`config.mk`:
```
export PLATFORM = sky130hd
export DESIGN_NAME = multi_pattern_replace
export DESIGN_NICKNAME = d
export VERILOG_FILES = /design/src/rtl/mpr_pkg.sv /design/src/rtl/mpr_core.sv /design/src/rtl/multi_pattern_replace.sv
export SDC_FILE = /design/constraint.sdc
export NUM_CORES = 1
export LEC_CHECK = 0
export ABC_CLOCK_PERIOD_IN_PS = 3900
export BUFFER_PORTS_ARGS = -buffer_cell sky130_fd_sc_hd__clkbuf_2
export CAP_MARGIN = 20
export CORE_MARGIN = 2
export CORE_UTILIZATION = 58
export CTS_BUF_LIST = sky130_fd_sc_hd__clkbuf_2
export CTS_CLUSTER_DIAMETER = 200
export DETAILED_ROUTE_END_ITERATION = 6
export GPL_TIMING_DRIVEN = 0
export HOLD_SLACK_MARGIN = 0.15
export PLACE_DENSITY = 0.78
export SYNTH_ARGS = -nofsm -noshare
export SYNTH_HDL_FRONTEND = slang
export SYNTH_HIERARCHICAL = 1
export SYNTH_SLANG_ARGS = --single-unit
```
`constraint.sdc`:
```
create_clock -name clk -period 3.9 [get_ports clk]
set_input_delay 0.78 -clock clk [delete_from_list [all_inputs] [get_ports clk]]
set_output_delay 0.78 -clock clk [all_outputs]
set_load 0.02 [all_outputs]
```
`src/rtl/mpr_pkg.sv`:
```
// Package for the multi-pattern replace block: input kinds, sequencer states,
// table size limits and register indexes.
// No dependencies.
package mpr_pkg;

  localparam int unsigned MAX_PATTERNS    = 8;
  localparam int unsigned MAX_PATTERN_LEN = 8;
  localparam int unsigned MAX_REPLACE_LEN = 8;

  typedef enum logic [1:0] {
    KIND_PAT  = 2'd0,
    KIND_REP  = 2'd1,
    KIND_TEXT = 2'd2,
    KIND_DRAIN = 2'd3
  } kind_t;

  typedef enum logic [2:0] {
    ST_IDLE,
    ST_FETCH,
    ST_CMP,
    ST_EMIT,
    ST_OUT
  } state_t;

  localparam int unsigned CFG_PCOUNT = 0;
  localparam int unsigned CFG_RCOUNT = 1;

endpackage

```
`src/rtl/mpr_core.sv`:
```
// Sequencer and datapath of the multi-pattern replace block: pattern and
// replacement memories, lookahead window and one shared byte comparator.
// Depends on mpr_pkg.
module mpr_core (
  input  logic       clk,
  input  logic       rst,
  input  logic       in_valid,
  output logic       in_ready,
  input  logic [1:0] kind,
  input  logic [2:0] slot,
  input  logic [2:0] position,
  input  logic [3:0] entry_length,
  input  logic [7:0] data_byte,
  input  logic [3:0] pattern_count,
  input  logic [3:0] replacement_count,
  output logic       out_valid,
  input  logic       out_ready,
  output logic [7:0] out_byte,
  output logic       byte_valid,
  output logic       last_of_run,
  output logic       window_empty
);
  import mpr_pkg::*;

  localparam int PW = (MAX_PATTERNS > 1) ? $clog2(MAX_PATTERNS) : 1;
  localparam int LW = (MAX_PATTERN_LEN > 1) ? $clog2(MAX_PATTERN_LEN) : 1;
  localparam int RW = (MAX_REPLACE_LEN > 1) ? $clog2(MAX_REPLACE_LEN) : 1;
  localparam int FW = $clog2(MAX_PATTERN_LEN + 1);
  localparam int CW = 8;

  logic [7:0] pmem [MAX_PATTERNS*MAX_PATTERN_LEN];
  logic [7:0] rmem [MAX_PATTERNS*MAX_REPLACE_LEN];
  logic [7:0] win  [MAX_PATTERN_LEN];
  logic [CW-1:0] plen [MAX_PATTERNS];
  logic [CW-1:0] rlen [MAX_PATTERNS];

  state_t state, state_next;
  logic [FW-1:0] fill;
  logic [LW-1:0] head;
  logic [PW:0]   pidx;
  logic [CW-1:0] bidx;
  logic [CW-1:0] skip;
  logic          found;
  logic [7:0]    obyte;
  logic          ovalid, olast, oempty;

  logic [CW-1:0] used;
  logic          acc;
  logic [CW-1:0] cur_len;
  logic [7:0]    pbyte, wbyte, rbyte;
  logic          pat_ok, rep_ok;
  logic [CW-1:0] fill_w;

  // The window advances on the emit cycle of the final result item.
  function automatic logic olast_next_is_done();
    logic r;
    r = !found || !(CW'(pidx) < CW'(replacement_count) && rlen[pidx[PW-1:0]] != '0)
      || (bidx + 1'b1 == rlen[pidx[PW-1:0]]);
    return r;
  endfunction

  assign in_ready  = (state == ST_IDLE);
  assign acc       = in_valid && in_ready;
  assign fill_w    = CW'(fill);
  assign used      = (CW'(pattern_count) > CW'(MAX_PATTERNS)) ? CW'(MAX_PATTERNS)
                   : CW'(pattern_count);

  assign pat_ok = (32'(slot) < MAX_PATTERNS) && (32'(position) < MAX_PATTERN_LEN)
               && (32'(entry_length) <= MAX_PATTERN_LEN);
  assign rep_ok = (32'(slot) < MAX_PATTERNS) && (32'(position) < MAX_REPLACE_LEN)
               && (32'(entry_length) <= MAX_REPLACE_LEN);

  // One comparator: the registered pattern byte against the window byte.
  always_comb begin
    cur_len = plen[pidx[PW-1:0]];
    wbyte   = win[LW'((32'(head) + 32'(bidx)) % MAX_PATTERN_LEN)];
  end

  // Memory reads are registered; the fetch state waits for them.
  always_ff @(posedge clk) begin
    if (acc && kind == KIND_PAT && pat_ok)
      pmem[{slot[PW-1:0], position[LW-1:0]}] <= data_byte;
    if (acc && kind == KIND_REP && rep_ok)
      rmem[{slot[PW-1:0], position[RW-1:0]}] <= data_byte;
    if (acc && kind == KIND_TEXT && 32'(fill) < MAX_PATTERN_LEN)
      win[LW'((32'(head) + 32'(fill)) % MAX_PATTERN_LEN)] <= data_byte;
    pbyte <= pmem[{pidx[PW-1:0], bidx[LW-1:0]}];
    rbyte <= rmem[{pidx[PW-1:0], bidx[RW-1:0]}];
  end

  // Next state.
  always_comb begin
    state_next = state;
    unique case (state)
      ST_IDLE: begin
        if (acc && (kind == KIND_DRAIN ||
            (kind == KIND_TEXT && 32'(fill) + 1 == MAX_PATTERN_LEN)))
          state_next = ST_FETCH;
      end
      ST_FETCH: begin
        if (fill == '0 || found || CW'(pidx) >= used) state_next = ST_EMIT;
        else state_next = ST_CMP;
      end
      ST_CMP: state_next = ST_FETCH;
      ST_EMIT: state_next = ST_OUT;
      ST_OUT: begin
        if (out_ready) state_next = olast ? ST_IDLE : ST_EMIT;
      end
      default: state_next = ST_IDLE;
    endcase
  end

  always_ff @(posedge clk) begin
    if (rst) begin
      state <= ST_IDLE;
      fill  <= '0;
      head  <= '0;
      for (int i = 0; i < MAX_PATTERNS; i++) begin
        plen[i] <= '0;
        rlen[i] <= '0;
      end
      pidx <= '0; bidx <= '0; found <= 1'b0; skip <= '0;
    end else begin
      state <= state_next;
      unique case (state)
        ST_IDLE: begin
          pidx <= '0; bidx <= '0; found <= 1'b0; skip <= CW'(1);
          if (acc && kind == KIND_PAT && pat_ok) plen[slot[PW-1:0]] <= CW'(entry_length);
          if (acc && kind == KIND_REP && rep_ok) rlen[slot[PW-1:0]] <= CW'(entry_length);
          if (acc && kind == KIND_TEXT && 32'(fill) < MAX_PATTERN_LEN)
            fill <= fill + FW'(1);
        end
        ST_FETCH: ;
        ST_CMP: begin
          // One byte compare per visit; skip patterns that cannot fit.
          if (fill != '0 && !found && CW'(pidx) < used) begin
            if (cur_len == '0 || cur_len > fill_w || pbyte != wbyte) begin
              pidx <= pidx + 1'b1; bidx <= '0;
            end else if (bidx + 1'b1 == cur_len) begin
              found <= 1'b1; skip <= cur_len; bidx <= '0;
            end else begin
              bidx <= bidx + 1'b1;
            end
          end
        end
        ST_EMIT: begin
          if (fill == '0) begin
            obyte <= '0; ovalid <= 1'b0; olast <= 1'b1;
          end else if (!found) begin
            obyte <= wbyte; ovalid <= 1'b1; olast <= 1'b1;
          end else if (CW'(pidx) < CW'(replacement_count) && rlen[pidx[PW-1:0]] != '0) begin
            obyte <= rbyte; ovalid <= 1'b1;
            olast <= (bidx + 1'b1 == rlen[pidx[PW-1:0]]);
            bidx <= bidx + 1'b1;
          end else begin
            obyte <= '0; ovalid <= 1'b0; olast <= 1'b1;
          end
          // Every item of a decision reports whether the window is empty after the decision.
          oempty <= (fill == '0) || (fill_w == skip);
          if (fill != '0 && (olast_next_is_done())) begin
            head <= LW'((32'(head) + 32'(skip)) % MAX_PATTERN_LEN);
            fill <= FW'(fill_w - skip);
          end
        end
        ST_OUT: ;
        default: ;
      endcase
    end
  end

  // Output signals.
  always_comb begin
    out_valid    = (state == ST_OUT);
    out_byte     = obyte;
    byte_valid   = ovalid;
    last_of_run  = olast;
    window_empty = oempty;
  end

  a_fill: assert property (@(posedge clk) disable iff (rst)
    32'(fill) <= MAX_PATTERN_LEN) else $error("window fill overflow");
  a_busy: assert property (@(posedge clk) disable iff (rst)
    out_valid |-> !in_ready) else $error("input taken during output");
  a_del: assert property (@(posedge clk) disable iff (rst)
    (out_valid && !byte_valid) |-> last_of_run) else $error("empty item not last");
endmodule

```
`src/rtl/multi_pattern_replace.sv`:
```
// Channel  | direction | tdata / tuser contents
// s_axis   | in        | tuser: kind[1:0]; tdata: slot[2:0] position[5:3]
//          |           |        entry_length[9:6] data_byte[17:10]
// m_axis   | out       | tdata: out_byte[7:0] window_empty[8]; tuser: byte_valid; tlast
// apb      | cfg       | 0x0 pattern_count, 0x4 replacement_count
// Loads and text bytes that leave the window short are taken in idle and start no decision.
// A decision runs a fetch state, then a compare and a fetch state for each
// pattern byte checked or pattern passed over on the single shared comparator,
// then an emit and an output state per result item; output holds while it stalls.
// Reset is synchronous; the input is not ready until the last result transfer.
// Depends on mpr_pkg and mpr_core.
module multi_pattern_replace (
  input  logic        clk,
  input  logic        rst,
  input  logic        s_axis_tvalid,
  output logic        s_axis_tready,
  input  logic [23:0] s_axis_tdata,  // slot, position, entry_length, data_byte
  input  logic [1:0]  s_axis_tuser,  // kind
  output logic        m_axis_tvalid,
  input  logic        m_axis_tready,
  output logic [15:0] m_axis_tdata,  // out_byte, window_empty
  output logic        m_axis_tuser,  // byte_valid
  output logic        m_axis_tlast,
  input  logic        psel,
  input  logic        penable,
  input  logic        pwrite,
  input  logic [2:0]  paddr,
  input  logic [31:0] pwdata,
  output logic [31:0] prdata,
  output logic        pready
);
  import mpr_pkg::*;

  logic [3:0] pattern_count, replacement_count;
  logic [7:0] out_byte;
  logic       window_empty;

  assign pready = 1'b1;

  always_ff @(posedge clk) begin
    if (rst) begin
      pattern_count <= '0;
      replacement_count <= '0;
    end else if (psel && penable && pwrite) begin
      unique case (paddr[2])
        1'(CFG_PCOUNT): pattern_count <= pwdata[3:0];
        1'(CFG_RCOUNT): replacement_count <= pwdata[3:0];
        default: ;
      endcase
    end
  end

  always_comb begin
    prdata = '0;
    unique case (paddr[2])
      1'(CFG_PCOUNT): prdata = {28'd0, pattern_count};
      1'(CFG_RCOUNT): prdata = {28'd0, replacement_count};
      default: ;
    endcase
  end

  mpr_core u_core (
    .clk, .rst,
    .in_valid(s_axis_tvalid), .in_ready(s_axis_tready),
    .kind(s_axis_tuser), .slot(s_axis_tdata[2:0]),
    .position(s_axis_tdata[5:3]), .entry_length(s_axis_tdata[9:6]),
    .data_byte(s_axis_tdata[17:10]),
    .pattern_count, .replacement_count,
    .out_valid(m_axis_tvalid), .out_ready(m_axis_tready),
    .out_byte, .byte_valid(m_axis_tuser), .last_of_run(m_axis_tlast), .window_empty
  );

  assign m_axis_tdata = {7'd0, window_empty, out_byte};
endmodule
```
# After elaboration in Yosys (flattened, before gate mapping)

Memories as Yosys holds them, arrays and structs flattened. A register that Yosys moved wholly into a read port is not among the register bits.
Index checks and enable logic that the tools add are counted.

Logic and storage cells: 162
Bits of input ports: 68
Memories: 5
Output and inout bits: 53
Bits in latches: 0
Flip-flop bits (word level): 50
Memory bits (writable): 1,152
Bits in read-only memories: 0

Equal/unequal tests: 23
Mux-type cells: 56
Div/mod/pow operators: 0
Multipliers: 0
Magnitude comparators: 7
Bitwise gates (word level): 4
Reduce and logical (&&, ||, !) cells: 46
Shift-type cells: 0
Add/subtract/negate cells: 8

Memories:

| name        | words | bits a word | rd ports | clocked after memory_dff | wr ports | RTL line       | text |
|---|---|---|---|---|---|---|---|
| u_core.pmem | 64    | 8           | 1        | 1                        | 1        | mpr_core.sv:31 | `logic [7:0] pmem [MAX_PATTERNS*MAX_PATTERN_LEN];` |
| u_core.rmem | 64    | 8           | 1        | 1                        | 1        | mpr_core.sv:32 | `logic [7:0] rmem [MAX_PATTERNS*MAX_REPLACE_LEN];` |
| u_core.win  | 8     | 8           | 1        | 0                        | 1        | mpr_core.sv:33 | `logic [7:0] win [MAX_PATTERN_LEN];` |
| u_core.plen | 8     | 4           | 1        | 1                        | 8        | mpr_core.sv:34 | `logic [CW-1:0] plen [MAX_PATTERNS];` |
| u_core.rlen | 8     | 4           | 1        | 1                        | 8        | mpr_core.sv:35 | `logic [CW-1:0] rlen [MAX_PATTERNS];` |

Operator list:

| cell                | number |
|---|---|
| $mux 8              | 11 |
| $pmux 32 s2         | 1 |
| $eq 32x4->1 const B | 1 |
| $mux 4              | 7 |
| $mux 3              | 8 |
| $pmux 8 s3          | 1 |
| $mux 1              | 22 |
| $eq 8x8->1          | 2 |
| $pmux 4 s2          | 2 |
| $pmux 8 s2          | 1 |
| $logic_and 1x1->1   | 15 |
| $pmux 3 s5          | 1 |
| $ne 2x1->1 const B  | 7 |
| $reduce_and 2->1    | 5 |
| $add 3x3->3         | 3 |
| $add 4x1->4 const B | 2 |
| $add 8x1->8 const B | 1 |
| $eq 4x8->1          | 1 |
| $ge 4x8->1          | 1 |
| $gt 8x4->1          | 1 |
| $logic_not 8->1     | 1 |
| $logic_or 1x1->1    | 8 |
| $lt 4x8->1          | 1 |
| $ne 2x2->1 const B  | 4 |
| 28 further kinds    | 37 |

# Longest topological paths before layout

Depth in word-level cells: 10
Depth in mapped cells: 16
Depth with buffers taken out: 13

# Modules after synthesis

Netlist, hierarchy kept.

Modules (own cells, without submodules):

| module                | seq. area each (um^2) | times used | cells each | area an instance (um^2) |
|---|---|---|---|---|
| mpr_core              | 35,844.4              | 1          | 2,282      | 48,004.8 |
| multi_pattern_replace | 160.2                 | 1          | 75         | 670.6 |

# Worst setup path before layout

OpenSTA, ideal clock, no wires.

Path kind: reg-to-reg
From: reg u_core.bidx[1]
To: reg u_core.skip[1]
Slack: -0.352 ns
Stages on the path, launching flop included: 16
Arrival: 4.181 ns
Period minus slack after synthesis: 4.252 ns
Path buffers: 5
Data required time: 3.829 ns
Setup time: 0.071 ns
Cell sequence: dfxtp_1 clkbuf_1 clkbuf_1 buf_1 inv_1 fa_1 clkbuf_1 clkbuf_1 mux4_2 mux2i_1 xnor2_1 nor4_2 o2111a_2 a31oi_4 or3_1 a21oi_1

Word-level cells in the longest chain between the ends: 6
Elaborated cells on any way between the ends: 9
Those cells by class: 2 x add/sub; 4 x eq/ne; 2 x reduce/logical; 1 x memory

RTL lines:

| element                               | RTL line        | text |
|---|---|---|
| from (decl)                           | mpr_core.sv:41  | `logic [CW-1:0] bidx;` |
| from (signal assigned)                | mpr_core.sv:142 | `bidx <= bidx + 1'b1;` |
| from (signal assigned)                | mpr_core.sv:154 | `bidx <= bidx + 1'b1;` |
| $add 3x3->3                           | mpr_core.sv:76  | `wbyte = win[LW'((32'(head) + 32'(bidx)) % MAX_PATTERN_LEN)];` |
| $mem_v2 8x8                           | -               |  |
| $ne 8x8->1                            | mpr_core.sv:137 | `if (cur_len == '0 \|\| cur_len > fill_w \|\| pbyte != wbyte) begin` |
| $logic_or 1x1->1                      | mpr_core.sv:137 |  |
| $ne 2x2->1 (no source line)           | -               |  |
| $reduce_and 4->1 (no source line) (*) | -               |  |
| to (signal assigned)                  | mpr_core.sv:122 | `pidx <= '0; bidx <= '0; found <= 1'b0; skip <= '0;` |
| to (signal assigned)                  | mpr_core.sv:127 | `pidx <= '0; bidx <= '0; found <= 1'b0; skip <= CW'(1);` |
| to (signal assigned)                  | mpr_core.sv:140 | `found <= 1'b1; skip <= cur_len; bidx <= '0;` |
| to (decl)                             | mpr_core.sv:42  | `logic [CW-1:0] skip;` |

Mark *: on every way between the ends. The rest lies on a longest branch, timed or not.
A chain may end at the register's enable or synchronous reset.

# Worst setup path after layout

From: reg u_core.state[0]
To: mem u_core.rmem[16][4] (enable)

Word-level cells in the longest chain between the ends: 6

RTL lines:

| element                         | RTL line        | text |
|---|---|---|
| from (decl)                     | mpr_core.sv:37  | `state_t state, state_next;` |
| from (signal assigned)          | mpr_core.sv:124 | `state <= state_next;` |
| $logic_not 3->1                 | mpr_core.sv:62  | `assign in_ready = (state == ST_IDLE);` |
| $logic_and 1x1->1               | mpr_core.sv:63  | `assign acc = in_valid && in_ready;` |
| $logic_and 1x1->1 (2 in series) | mpr_core.sv:83  | `if (acc && kind == KIND_REP && rep_ok)` |
| $mux 1                          | mpr_core.sv:83  |  |
| $mux 1 (implied by the code)    | mpr_core.sv:84  | `rmem[{slot[PW-1:0], position[RW-1:0]}] <= data_byte;` |
| to (decl)                       | mpr_core.sv:32  |  |

No other way between the ends.

==> implementation parameters <==
Parameter                              Value

Clock network
  Clock transition time at the flip-flop clock pins of the worst setup and hold paths    0.10 ns
  Number of clock sinks    1,217
  Buffers from clock root to sink, at most    4
  TritonCTS buffer count    306
  Buffer type at the clock tree root    clkbuf_2
  Worst skew pair latency    1.52 ns
  Htree depth    5
  TritonCTS clock tree    built

Place
  Estimated wirelength of the detail-placed design    76.14 mm
  PortBufs    45
  Weighted congestion at the end of routability-driven global placement    0.9620

Timing
  Total negative slack    -0.6006 ns
  Post-route clock skew    0.1538 ns
  Final max-slew violation count    0
  Final critical-path share of the clock period    1.022
  Final critical-path required period    3.986 ns
  Worst Max-Slew Pin Slew    1.286 ns
  Maximum clock rate    250.9 MHz
  Number of hold violations in the final report    0
  Setup repair after global routing missed its margin    true
  Max_slew headroom    0.1424
  Worst setup slack after layout    -0.08633 ns
  Setup violators final    16
  Worst hold slack    0.3595 ns

Synthesis
  Flop and latch count out of synthesis    1,217
  Unique cell type count in the Yosys netlist    66
  Number of warnings issued by yosys    6
  Post-synth design cell area    48,680 sq um
  Syn Inst Count    2,357
  Post-synth EDFFs    1,163
  Share of flip-flops with an asynchronous set or reset after synthesis    0
  Average cell area after synthesis    20.65 sq um
  Share of the yosys chip area belonging to registers    0.7397
  Most frequently used flop master after synthesis    edfxtp_1

Setup path
  Data arrival, critical path    5.03 ns
  Launching element type of the critical path    flip-flop
  Largest fanout of any net on the critical path    10
  Biggest cell delay along the critical path    0.94 ns
  Crit path max-delay cell type    nor2_1
  Number of gates on the worst path with buffers counted    8
  Nature of the critical path endpoint    flip-flop
  WP buf/inv    2
  Critical path, cell by cell    clkbuf_1 -> or2_2 -> nor2_2 -> nand3_1 -> nor3b_1 -> clkbuf_1 -> nand3_1 -> nor2_1
  Critical R2R Launch    u_core/state[0]
  Kind of cell adding the most delay to the critical path    simple AND/OR/NAND/NOR gates
  Endpoint of the lowest-slack register-to-register path    u_core/rmem[16][4]
  Req. time, crit path    4.94 ns
  Worst setup slack for register-to-register paths    -0.09 ns
  Critical path endpoint    u_core/rmem[16][4]
  Startpoint-to-endpoint class of the critical path    reg -> reg
  Beginning of the critical path    u_core/state[0]
  Cell count of the worst reg-to-reg path    8

Power and ir drop
  Pwr per Cell Area    422.4 nW/um^2
  Overall power consumption    22.97 mW
  Maximum VDD drop    325.9 uV
  Logic pwr share    0.027
  Switching power    5.284 mW
  Flop pwr share    0.624
  Clk pwr share    0.349
  Internal power of the cells    17.69 mW
  Switching power share of the total    0.2300
  Static leakage    17.42 nW

Flow run
  Max-cap violation count    0

Global route
  Global Route Usage Sum    0.2770
  Number of global-route vias before repair    26,560
  Pin count of the biggest net entering global routing    137
  Final global-route overflow total    0
  Global-route wire length before repair    170.5 mm
  Antenna violations before repair    6

Detailed routing
  Routed wire per std cell    28.50 um
  Post-detailed-routing wire length    117.1 mm
  DR pass1 iterations    6
  Antenna Violating Nets Remaining    0
  Post-detailed-route DRC marker count    0
  Iteration-0 DRC count of the detailed router    3,093
  Vias    26,160
  Via density    6.364

Floorplan
  Floorplan core area    83,420 sq um
  Die Y-Extent    293.7 um
  Site row count    106
  Floorplan die width    293.7 um
  Initial Utilization    0.5835
  I/O pin count    121
  Die Area    86,260 sq um

Final layout
  Nets    2,909
  Fraction of layout cells with a size suffix above 1    0.3438
  Layout overhead on the synthesized area    11.75%

Worst hold path
  Type of the worst min-delay path    in -> reg

Outcome
  Outcome    finished with violations
  Violations in the final reports    setup timing
worst register-to-register path, delay by kind of cell (launching register included):
kind	cells	cell delay, ns
buffers and inverters	2	0.56
DFF	1	0.31
and+or+nand+nor	6	2.75
sequential cells by signal, indices dropped and copies added, names as in the netlist, named ones only:
name and count:
pattern_count 4, u_core/skip 4, u_core/state 3, u_core/rmem 512
u_core/last_of_run 1, u_core/pidx 4, u_core/byte_valid 1, u_core/found 1
u_core/rlen 32, u_core/head 3, u_core/bidx 8, u_core/rbyte 8
u_core/pmem 512, u_core/plen 32, u_core/win 64, u_core/fill 4
u_core/pbyte 8, replacement_count 4, u_core/window_empty 1, u_core/out_byte 8
how the worst min path moves through the flow:
stage | startpoint | endpoint | slack (ns) | cells past startpoint
after floorplan | pattern_count[0] | pattern_count[0] | 0.45 | 2
after global placement | pattern_count[0] | pattern_count[0] | 0.47 | 2
after detailed placement | replacement_count[3] | replacement_count[3] | 0.50 | 2
after CTS | paddr[2] | replacement_count[3] | 0.19 | 4
after global routing | paddr[2] | replacement_count[3] | 0.26 | 4
final | paddr[2] | replacement_count[3] | 0.36 | 4
synth_stat cells, drive strengths merged, types with 8 or more instances:
cell type,instances,area share
mux2i,39,0.0080
clkbuf,84,0.0065
nand3,14,0.0014
buf,83,0.010
a21oi,23,0.0024
nand2b,29,0.0037
inv,18,0.0014
or3,8,0.0010
ha,19,0.0049
nor2,227,0.018
nand2,50,0.0039
dfxtp,54,0.022
edfxtp,1163,0.72
mux4,365,0.17
o21ai,13,0.0013
a21o,10,0.0016
nor3,17,0.0019
nor4,12,0.0018
xnor2,24,0.0043
placed cells by master, fill, tap and decap left out, types with 8 or more instances in the layout:
| cell | Yosys | layout |
|---|---|---|
| a21o_1 | 9 | 9 |
| a21oi_1 | 23 | 22 |
| buf_1 | 34 | 16 |
| buf_4 | 40 | 46 |
| buf_8 | 0 | 9 |
| clkbuf_1 | 83 | 73 |
| clkbuf_2 | 1 | 484 |
| clkdlybuf4s15_2 | 0 | 17 |
| clkinv_1 | 0 | 57 |
| clkinv_2 | 0 | 9 |
| conb_1 | 2 | 36 |
| dfxtp_1 | 54 | 54 |
| dlygate4sd3_1 | 0 | 51 |
| edfxtp_1 | 1163 | 1163 |
| ha_1 | 19 | 19 |
| inv_1 | 18 | 18 |
| mux2i_1 | 39 | 32 |
| mux4_1 | 12 | 12 |
| mux4_2 | 353 | 353 |
| nand2_1 | 50 | 50 |
| nand2b_1 | 29 | 29 |
| nand3_1 | 14 | 12 |
| nor2_1 | 227 | 187 |
| nor2_2 | 0 | 34 |
| nor3_1 | 16 | 15 |
| nor4_1 | 10 | 8 |
| o21ai_0 | 13 | 13 |
| or3_1 | 8 | 8 |
| xnor2_1 | 24 | 24 |
layer usage:
| metal | vias to the layer above | share of wire | wire (um) | global-route usage |
|---|---|---|---|---|
| met1 | 13320 | 0.35 | 41320 | 0.3604 |
| li1 | 10720 | - | - | - |
| met5 | - | 0.00026 | 31 | 0 |
| met4 | 4 | 0.049 | 5731 | 0.1400 |
| met2 | 1819 | 0.49 | 56970 | 0.4365 |
| met3 | 290 | 0.11 | 13090 | 0.07508 |
area by class of cell:
class                   count  area [sq um]
diodes                      5         12.51
repair buffers            122          1194
well taps                1080          1351
plain buffers             164         998.5
clock buffers             440          2202
fillers                  5365         29030
clock inverters            75         380.4
flip-flops and latches   1217         36000
multi-input cells         989         12190
inverters                  18         67.56
per-stage QoR:
| stage | instance area (sq um) | setup slack (ns) | instances | utilization |
|---|---|---|---|---|
| after CTS | 54210 | 0.001225 | 4099 | 0.6498 |
| after floorplan | 48810 | 0.01742 | 2391 | - |
| after global routing | 54400 | -0.2294 | 4110 | 0.6521 |
| after global placement | 50380 | -1.415 | 3516 | 0.6040 |
| final | 54400 | -0.08633 | 4110 | 0.6521 |
| after detailed placement | 50690 | -1.546 | 3530 | 0.6077 |
cell families (layout without fill, tap and decap cells):
family / after synthesis / count (layout) / share of synthesized area
flops: 1217 / 1217 / 0.7397
mux: 411 / 411 / 0.1794
simple gates: 407 / 407 / 0.03853
buf+inv: 185 / 819 / 0.01830
compound gates: 80 / 80 / 0.01131
xor+xnor: 32 / 32 / 0.006041
fa+ha+maj: 23 / 23 / 0.006529
other cells: 2 / 41 / 0.0001543
power groups by stage:
| stage | sequential (mW) | combinational (mW) | clock [mW] |
|---|---|---|---|
| after global placement | 14.7 | 0.492 | 0 |
| after CTS | 14.3 | 0.601 | 8.22 |
| after floorplan | 14.6 | 0.229 | 0 |
| after global routing | 14.3 | 0.658 | 8.82 |
| final | 14.3 | 0.616 | 8.02 |
| after detailed placement | 14.6 | 0.556 | 0 |
timing repair:
action	4_1_cts	5_1_grt
buffers inserted	3	2
pin swaps	1	1
cloned	1	0
endpoints found under the hold margin	789	0
setup endpoints to repair	609	426
hold buffers	51	0
gates resized for setup	94	29
Note: power is estimated with default switching activity, not from simulation.
